[src/tcp_flow_table_tracker_assert.svh]
// Assertion macros for the flow table tracker
`ifndef TCP_FLOW_TABLE_TRACKER_ASSERT_SVH
`define TCP_FLOW_TABLE_TRACKER_ASSERT_SVH
// Implication checked on every rising clock edge outside reset
`define TFT_ASSERT_IMPLY(lbl, ante, cons) \
  lbl: assert property (@(posedge clk_i) disable iff (!rst_ni) (ante) |-> (cons)) \
    else $error("tft assertion failed");
// Next-cycle implication checked outside reset
`define TFT_ASSERT_NEXT(lbl, ante, cons) \
  lbl: assert property (@(posedge clk_i) disable iff (!rst_ni) (ante) |=> (cons)) \
    else $error("tft assertion failed");
`endif

[src/tft_pkg.sv]
// Package: types, constants and codes for the flow table tracker
`default_nettype none
package tft_pkg;
  localparam int unsigned TableEntries = 64;
  localparam int unsigned IdxBits = $clog2(TableEntries);
  localparam int unsigned CountBits = 32;
  // every entry has its own comparator, so the scan takes one step
  localparam int unsigned ScanLanes = TableEntries;
  localparam int unsigned ScanSteps = TableEntries / ScanLanes;
  localparam int unsigned StepBits = (ScanSteps > 1) ? $clog2(ScanSteps) : 1;
  localparam int unsigned LaneBits = $clog2(ScanLanes);
  localparam logic [63:0] NsPerMs = 64'd1000000;
  localparam int unsigned MsBits = 45;

  // 2^32 ns = WordMs ms + WordRemNs ns, used to fold the upper word down
  localparam logic [12:0] WordMs = 13'((64'd1 << 32) / NsPerMs);
  localparam logic [19:0] WordRemNs = 20'((64'd1 << 32) % NsPerMs);
  // x / 1e6 == (x * RecipMul) >> RecipShift for any 32-bit x
  localparam int unsigned RecipShift = 50;
  localparam logic [31:0] RecipMul = 32'(((64'd1 << RecipShift) + NsPerMs - 64'd1) / NsPerMs);

  typedef enum logic [1:0] {
    STATUS_COUNTED = 2'd0,
    STATUS_CLOSED  = 2'd1,
    STATUS_DROPPED = 2'd2
  } status_e;

  typedef enum logic [2:0] {
    ST_IDLE, ST_SCAN, ST_UPDATE, ST_DIVIDE, ST_OUTPUT
  } state_e;

  typedef struct packed {
    logic [31:0] source_address;
    logic [31:0] dest_address;
    logic [15:0] source_port;
    logic [15:0] dest_port;
    logic [7:0]  header_flags;
    logic [63:0] arrival_time_ns;
  } in_beat_t;

  typedef struct packed {
    logic [1:0]  status;
    logic [31:0] side_a_address;
    logic [15:0] side_a_port;
    logic [31:0] side_b_address;
    logic [15:0] side_b_port;
    logic [31:0] packets_toward_a;
    logic [31:0] packets_from_a;
    logic [44:0] lifetime_ms;
  } out_beat_t;

  // Controller commands to the datapath
  typedef struct packed {
    logic load;
    logic scan_start;
    logic scan_step;
    logic update;
    logic div_start;
    logic div_step;
    logic out_load;
  } cmd_t;

  // Datapath status to the controller
  typedef struct packed {
    logic scan_last;
    logic hit;
    logic free;
    logic closing;
    logic div_done;
  } stat_t;
endpackage
`default_nettype wire

[src/tft_ctrl.sv]
// Controller: sequences scan, update, divide and output handshake
`default_nettype none
module tft_ctrl import tft_pkg::*; (
  input  wire logic  clk_i,
  input  wire logic  rst_ni,
  input  wire logic  in_valid_i,
  output logic       in_stall_o,
  output logic       out_valid_o,
  input  wire logic  out_stall_i,
  input  wire stat_t stat_i,
  output cmd_t       cmd_o
);
  `include "tcp_flow_table_tracker_assert.svh"
  state_e state_q, state_d;

  always_ff @(posedge clk_i or negedge rst_ni) begin
    if (!rst_ni) begin
      state_q <= ST_IDLE;
    end else begin
      state_q <= state_d;
    end
  end

  // Next state and commands
  always_comb begin
    state_d = state_q;
    cmd_o = '0;
    in_stall_o = 1'b1;
    out_valid_o = 1'b0;
    unique case (state_q)
      ST_IDLE: begin
        in_stall_o = 1'b0;
        if (in_valid_i) begin
          cmd_o.load = 1'b1;
          cmd_o.scan_start = 1'b1;
          state_d = ST_SCAN;
        end
      end
      ST_SCAN: begin
        cmd_o.scan_step = 1'b1;
        if (stat_i.scan_last) state_d = ST_UPDATE;
      end
      ST_UPDATE: begin
        if (stat_i.hit || stat_i.free) begin
          cmd_o.update = 1'b1;
          if (stat_i.closing) begin
            cmd_o.div_start = 1'b1;
            state_d = ST_DIVIDE;
          end else begin
            cmd_o.out_load = 1'b1;
            state_d = ST_OUTPUT;
          end
        end else begin
          cmd_o.out_load = 1'b1;
          state_d = ST_OUTPUT;
        end
      end
      ST_DIVIDE: begin
        if (stat_i.div_done) begin
          cmd_o.out_load = 1'b1;
          state_d = ST_OUTPUT;
        end else begin
          cmd_o.div_step = 1'b1;
        end
      end
      ST_OUTPUT: begin
        out_valid_o = 1'b1;
        if (!out_stall_i) state_d = ST_IDLE;
      end
      default: state_d = ST_IDLE;
    endcase
  end

  `TFT_ASSERT_IMPLY(a_no_accept_busy, state_q != ST_IDLE, in_stall_o)
  `TFT_ASSERT_IMPLY(a_one_update, cmd_o.update, state_q == ST_UPDATE)
  `TFT_ASSERT_NEXT(a_accept_scans, in_valid_i && !in_stall_o, state_q == ST_SCAN)
  `TFT_ASSERT_NEXT(a_out_held, out_valid_o && out_stall_i, out_valid_o)
endmodule
`default_nettype wire

[config.mk]
export PLATFORM = sky130hd
export DESIGN_NAME = tft_ctrl
export DESIGN_NICKNAME = d
export VERILOG_FILES = /design/src/tft_pkg.sv /design/src/tft_ctrl.sv
export VERILOG_INCLUDE_DIRS = /design/src /design/src/src
export SDC_FILE = /design/constraint.sdc
export NUM_CORES = 1
export LEC_CHECK = 0
export BUFFER_PORTS_ARGS = -buffer_cell sky130_fd_sc_hd__buf_2
export CAP_MARGIN = 10
export CORE_AREA = 8 8 45 47
export DETAILED_ROUTE_END_ITERATION = 12
export DIE_AREA = 0 0 53 55
export PLACE_DENSITY_LB_ADDON = 0.1
export SLEW_MARGIN = 20
export SYNTH_ARGS = -nofsm -noshare
export SYNTH_HDL_FRONTEND = slang
export SYNTH_SLANG_ARGS = --single-unit
[constraint.sdc]
create_clock -name clk_i -period 1.3 [get_ports clk_i]
set_input_delay 0.13 -clock clk_i [delete_from_list [all_inputs] [get_ports clk_i]]
set_output_delay 0.13 -clock clk_i [all_outputs]
set_load 0.05 [all_outputs]
==> summary.md, run 1 <==
| Metric | Value |
|---|---|
| Status | `complete, but fails checks` |
| Failing checks | `setup timing` |
| Critical path depth in cells | `4` |
| Core Rows | `14` |
| Max stage delay on crit path | `between 0.4 and 0.5 ns` |
| Syn Std Cell Area | `247.7 µm²` |
| Crit path buf inv count | `2` |
| Max Clk Rate | `just over 0.7 GHz` |
| H-tree depth | `1` |
| Worst-path maximum fanout | `4` |
| Type of the worst setup path | `reg -> out` |
| Placed instance area | `389.1 µm²` |
| Post-route design area | `565.5 µm²` |
| Crit path launch type | `flop` |
| Max Root-Sink Buffers | `2` |
| Switching part of the total | `50.02%` |
| Synth top area share | `30.30%` |
| Final Net Count | `65` |
| Post-Synth XOR/XNOR Area | `0%` |
| RSZ-0062 raised after global routing | `true` |
| Vias per cell | `3.915` |
| P_sw | `about 0.76 mW` |
| Register area share after synthesis | `30.30%` |
| DRC viols | `0` |
| Final min period | `between 1 and 1.5 ns` |
| Ports | `18` |
| Mux contribution to synthesized area | `8.081%` |
| Starting Density | `between 10% and 20%` |
| CP max-delay cell | `dfrtp_1` |
| Max reg flops | `3` |
| Setup violators final | `7` |
| Post-route clock skew | `approximately 0.0032 ns` |
| Critical Path AT | `approximately 1.3 ns` |
| TritonCTS Buffers | `3` |
| Synth top area cells | `dfrtp_1 30%, a2111oi_4 11%, mux2i_1 8.1%, nor2b_1 7.6%, and2_1 5.1%` |
| Global-route wire length before repair | `approximately 1300 µm` |
| Die area | `approximately 3000 µm²` |
| Largest net degree at the start of global routing | `7` |
| Critical path capture point type | `primary output` |
| Simple-gate area share of the yosys netlist | `between 30% and 40%` |
| Vias in the first global route | `around 320` |
| Detailed Place HPWL | `718 µm` |
| Diode count | `0` |
| Clock Sinks | `3` |
| Global-route usage over all layers | `6.014%` |
| Wirelength, routed | `between 800 and 900 µm` |
| Final setup margin | `-0.1101 ns` |
| VDD IR max | `0.9947 mV` |
| Worst Reg-to-Reg Cells | `6` |
| Final Cycle Share | `108.5%` |
| Core Area | `around 1400 µm²` |
| Worst R2R Setup Slack | `0.04 ns` |
| Cell taking the most area after synthesis | `dfrtp_1` |
| Worst skew pair latency | `between 0.2 and 0.25 ns` |
| Part of the power in combinational logic | `approximately three quarters` |
| CTS root buffer | `clkbuf_4` |
| Worst Path Required | `between 1 and 1.5 ns` |
| Die Y-Extent | `roughly 55 µm` |
| Critical Path, Cell by Cell | `buf_4 > nor2b_2 > and2_4 > buf_8` |
| Net Count, Synth | `35` |
| Slew @ Worst Pin | `0.2890 ns` |
| Max_cap viols | `0` |
| Mapped Cells | `26` |
| Top Registers | `state_q (3)` |
| Final antenna-violating net count | `0` |
| Internal power contribution | `about 0.76 mW` |
| Post-synth cell types | `18` |
| Relative slew slack | `80.74%` |
| Routed via count | `roughly 280` |
| Die X | `~53 µm` |
| Adder-Cell Fraction of Synth Area | `0%` |
| Yosys reg bits | `3` |
| Worst Hold Class | `in -> reg` |
| Crit path launch | `state_q[1]` |
| DRT iter0 DRCs | `0` |
| RR Endpoint | `state_q[1]` |
| Initial antenna violation count | `0` |
| P per Cell Area | `around 2700 nW/µm²` |
| Clk network pwr share | `approximately a tenth` |
| Port-buffer cells | `17` |
| Ratio of cells with drive above 1 in the final layout | `approximately three quarters` |
| Biggest register | `state_q` |
| Detailed Routing Iterations Pass 1 | `1` |
| CTS clock-pin slew for the worst setup and hold paths | `0.04 ns` |
| WL/cell | `~12 µm` |
| Crit path to | `cmd_o[5]` |
| Sequential power share | `between 10 and 15%` |
| Critical path's top delay family | `flip-flops` |
| Pleak | `~0.28 nW` |
| Post-synthesis compound-gate area fraction | `between 10% and 20%` |
| Grt ovf | `0` |
| Critical R2R Launch | `state_q[0]` |
| Total Power | `around 1.5 mW` |
| Largest family of logic cells by synthesized area | `simple AND/OR/NAND/NOR gates` |
| TritonCTS clock tree | `done` |
| Syn Area/Cell | `around 9.5 µm²` |
| Pins Over Slew Limit | `0` |
| Final hold vios | `0` |
| Placer congestion estimate | `0.6796` |
| Area growth from synthesis to layout | `128.3%` |
| Yosys warning total | `0` |
==> how the worst min path moves through the flow <==
stage | cells after the start | end | slack (ns) | from
after CTS | 2 | state_q[2] | 0.10 | out_stall_i
after detailed placement | 1 | state_q[1] | -0.07 | rst_ni
after floorplan | 0 | state_q[0] | -0.17 | rst_ni
after global placement | 1 | state_q[1] | -0.07 | rst_ni
after global routing | 2 | state_q[2] | 0.11 | out_stall_i
final | 2 | state_q[2] | 0.10 | out_stall_i
==> area by class of cell <==
type	instances	area, µm²
Fill cell	143	818.3
Multi-Input combinational cell	20	205.2
Timing Repair Buffer	26	230.2
Tap cell	16	20.02
Inverter	2	7.507
Clock buffer	4	26.28
Sequential cell	3	76.32
==> logic make-up after synthesis <==
logic type / after synthesis
AND/OR/NAND/NOR: 14
AO/OA/AOI/OAI: 4
flip-flops: 3
buffers and inverters: 3
multiplexers: 2
==> placed cells by master (no fill, tap or decap), types with 2 or more instances in the layout <==
cell type	count
buf_2	8
buf_4	7
buf_6	6
buf_8	4
clkbuf_4	3
nor3b_4	2
nor2b_2	2
inv_2	2
nand2_1	2
and2_4	2
mux2i_1	2
dfrtp_1	2
==> Yosys cell counts <==
cell,count
nor3b_2,1
or2_1,1
o21ai_0,1
a22oi_1,1
dfrtp_1,3
nor2b_1,3
and2_1,2
nand3_1,1
a2111oi_4,1
and3_1,1
a21o_1,1
inv_1,2
nor2_1,1
and2b_4,1
buf_4,1
nand2_1,2
mux2i_1,2
nor3b_1,1
==> metal layers <==
| layer | track usage (%) | routed length (µm) | vias to the layer above |
|---|---|---|---|
| li1 | - | - | 146 |
| met1 | 5.479 | 321 | 122 |
| met2 | 10.74 | 467 | 10 |
| met3 | 2.674 | 64 | 0 |
| met4 | 3.879 | 0 | 0 |
| met5 | 0 | 0 | - |
==> power by group through the flow <==
stage / clock network, mW / registers [mW] / logic (mW)
after detailed placement: 0 / 0.191 / 0.835
after CTS: 0.172 / 0.207 / 1.07
final: 0.161 / 0.219 / 1.15
after global routing: 0.179 / 0.227 / 1.19
after global placement: 0 / 0.188 / 0.835
after floorplan: 0 / 0.200 / 0.602
==> through the flow <==
stage	util, %	setup TNS (ns)	worst slack, ns	hold WS, ns	std cells
floorplan	-	-0.5607	-0.2140	-0.1656	26
detailed placement	28.12	0	0.02366	-0.06925	63
finish	40.87	-0.5364	-0.1101	0.1048	71
global route	40.87	-1.027	-0.1736	0.1111	71
CTS	38.07	-0.6809	-0.1076	0.1001	69
global placement	28.12	0	0.03328	-0.07127	63
==> timing repair <==
item / 4_1_cts / 5_1_grt
gates resized for setup: 31 / 6
endpoints found under the setup margin: 9 / 9
buffers inserted: 1 / 2
hold endpoints to repair: 3 / 0
pin swaps: 1 / 0
hold buffers: 1 / 0
No activity file was read; power rests on OpenSTA's default activity.
==> run 2, diff against run 1 <==
--- a/config.mk
+++ b/config.mk
@@ -11,6 +11,7 @@
 export CORE_AREA = 8 8 45 47
 export DETAILED_ROUTE_END_ITERATION = 12
 export DIE_AREA = 0 0 53 55
+export HOLD_SLACK_MARGIN = 0.15
 export PLACE_DENSITY_LB_ADDON = 0.1
 export SLEW_MARGIN = 20
 export SYNTH_ARGS = -nofsm -noshare
==> summary.md, run 2 (synthesized netlist as in run 1, its figures left out) <==
| Metric | Value |
|---|---|
| Area of the multi-input gates | `205.2 µm² (unchanged)` |
| Global-route usage over all layers | `6.014% (unchanged)` |
| Core Rows | `14 (unchanged)` |
| Final hold vios | `0 (unchanged)` |
| Final min period | `1.410 ns (+0.00002400 ns)` |
| Die area | `2915 µm² (unchanged)` |
| Vias in the first global route | `318 (unchanged)` |
| Top Registers | `state_q (3)` |
| RSZ-0062 raised after global routing | `true` |
| H-tree depth | `1 (unchanged)` |
| Largest net degree at the start of global routing | `7 (unchanged)` |
| Met3 usage in global routing | `2.674% (unchanged)` |
| Pleak | `0.2824 nW (+1.5%)` |
| Routed via count | `282 (+1.4%)` |
| Area growth from synthesis to layout | `132.3%` |
| Commonest non-fill, non-tap cell in the layout | `buf_2` |
| Global-route met2 utilization | `10.74% (unchanged)` |
| Critical R2R Launch | `state_q[0]` |
| Worst-path maximum fanout | `4 (unchanged)` |
| Core Area | `1384 µm² (unchanged)` |
| Worst Hold Class | `in -> reg` |
| Starting Density | `17.90% (unchanged)` |
| Switching part of the total | `49.97% (about the same)` |
| Part of the power in combinational logic | `75.2% (about the same)` |
| Filler instances | `142 (-0.70%)` |
| Die X | `53 µm (unchanged)` |
| TritonCTS clock tree | `done` |
| Critical Path AT | `1.28 ns (about the same)` |
| Initial antenna violation count | `0 (unchanged)` |
| Critical path capture point type | `primary output` |
| Max_cap viols | `0 (unchanged)` |
| CTS root buffer | `clkbuf_4` |
| Status | `complete, but fails checks` |
| Pins Over Slew Limit | `0 (unchanged)` |
| Biggest register | `state_q` |
| Internal power contribution | `0.7654 mW (+0.26%)` |
| Grt ovf | `0 (unchanged)` |
| Max reg flops | `3 (unchanged)` |
| Ratio of cells with drive above 1 in the final layout | `75.00% (-1.4 points)` |
| Hold_ws | `0.1700 ns (+0.06512 ns)` |
| Setup violators final | `7 (unchanged)` |
| Sequential power share | `14.3% (about the same)` |
| Clock Sinks | `3 (unchanged)` |
| TritonCTS Buffers | `3 (unchanged)` |
| Diode count | `0 (unchanged)` |
| Final Net Count | `66 (+1.5%)` |
| Post-route clock skew | `0.003229 ns (-0.00000009000 ns)` |
| Type of the worst setup path | `reg -> out` |
| Final antenna-violating net count | `0 (unchanged)` |
| Min-delay src | `stat_i[4]` |
| Crit path launch type | `flop` |
| Post-route design area | `575.6 µm² (+1.8%)` |
| Final Cycle Share | `108.5% (about the same)` |
| Placed instance area | `389.1 µm² (unchanged)` |
| Wirelength, routed | `857 µm (+0.47%)` |
| Failing checks | `setup timing` |
| Global-route wire length before repair | `1255 µm (unchanged)` |
| VDD IR max | `1.006 mV (+1.1%)` |
| Most frequent cells in the layout | `8 x buf_2, 7 x buf_4, 6 x buf_6` |
| Crit path launch | `state_q[1]` |
| Slew @ Worst Pin | `0.2890 ns (unchanged)` |
| Relative slew slack | `80.74% (unchanged)` |
| Final setup margin | `-0.1101 ns (-0.00002400 ns)` |
| Die Y-Extent | `55 µm (unchanged)` |
| Worst Path Required | `1.17 ns (about the same)` |
| WL/cell | `11.90 µm (-0.93%)` |
| Detailed Routing Iterations Pass 1 | `1 (unchanged)` |
| Max Root-Sink Buffers | `2 (unchanged)` |
| Vias per cell | `3.917 (about the same)` |
| DRT iter0 DRCs | `0 (unchanged)` |
| P_sw | `0.7646 mW (about the same)` |
| GR peak layer | `met2` |
| Ports | `18 (unchanged)` |
| P per Cell Area | `2658 nW/µm² (-1.6%)` |
| Worst skew pair latency | `0.23 ns (about the same)` |
| Reg area | `76.32 µm² (unchanged)` |
| Port-buffer cells | `17 (unchanged)` |
| DRC viols | `0 (unchanged)` |
| Total Power | `1.530 mW (+0.17%)` |
| Clk network pwr share | `10.5% (about the same)` |
| DP Worst Slack | `0.02366 ns (unchanged)` |
| CTS clock-pin slew for the worst setup and hold paths | `0.04 ns (about the same)` |
| Max Clk Rate | `0.7092 GHz (about the same)` |
| Grt met1 use | `5.479% (unchanged)` |
| Detailed Place HPWL | `718 µm (unchanged)` |
| Placer congestion estimate | `0.6796 (unchanged)` |
## run 2: path summary, 6_finish.rpt
kind / slack [ns] / endpoint / depth (start not counted)
setup / recovery: -0.11 / cmd_o[5] / 4
hold / removal: 0.17 / state_q[1] / 3
setup reg to reg: 0.04 / state_q[1] / 6
hold reg to reg: 0.70 / state_q[0] / 1
max in group asynchronous: 0.96 / state_q[2] / 2
min in group asynchronous: 0.22 / state_q[1] / 2
## run 2: worst max-delay path, stage by stage (launching register included)
cell and delay (ns):
dfrtp_1 0.41, buf_4 0.18, nor2b_2 0.14, and2_4 0.18, buf_8 0.14
## run 2: timing repair
action	in CTS	in global routing
resized for setup	31	6
setup endpoints to repair	9	9
hold buffers	2	0
pin swaps	1	0
hold endpoints to repair	4	0
setup buffers	1	2
## run 2: layout make-up
cell class	count	share of cell area, %
inverters	2	1.304
repair buffers	27	41.74
flip-flops and latches	3	13.26
clock buffers	4	4.565
multi-input cells	20	35.65
well taps	16	3.478
## run 2: metrics by stage
stage | utilization [%] | TNS [ns] | std cells
after floorplan | - | -0.5607 | 26
after global placement | 28.12 | 0 | 63
after detailed placement | 28.12 | 0 | 63
after CTS | 38.79 | -0.6809 | 70
after global routing | 41.59 | -1.027 | 72
final | 41.59 | -0.5385 | 72
## run 2: metal layers
metal / share of wire (%) / wire length [µm] / vias up
met2: 55 / 468 / 10
met4: 0 / 0 / 0
met1: 38 / 324 / 124
met5: 0 / 0 / -
li1: - / - / 148
met3: 7.5 / 64 / 0
## run 2: power by group through the flow
stage          sequential [mW]  clock [mW]  combinational (mW)
3_3_place_gp             0.188           0               0.835
5_1_grt                  0.227       0.179                1.20
6_report                 0.219       0.161                1.15
2_1_floorplan            0.200           0               0.602
4_1_cts                  0.207       0.172                1.08
3_5_place_dp             0.191           0               0.835
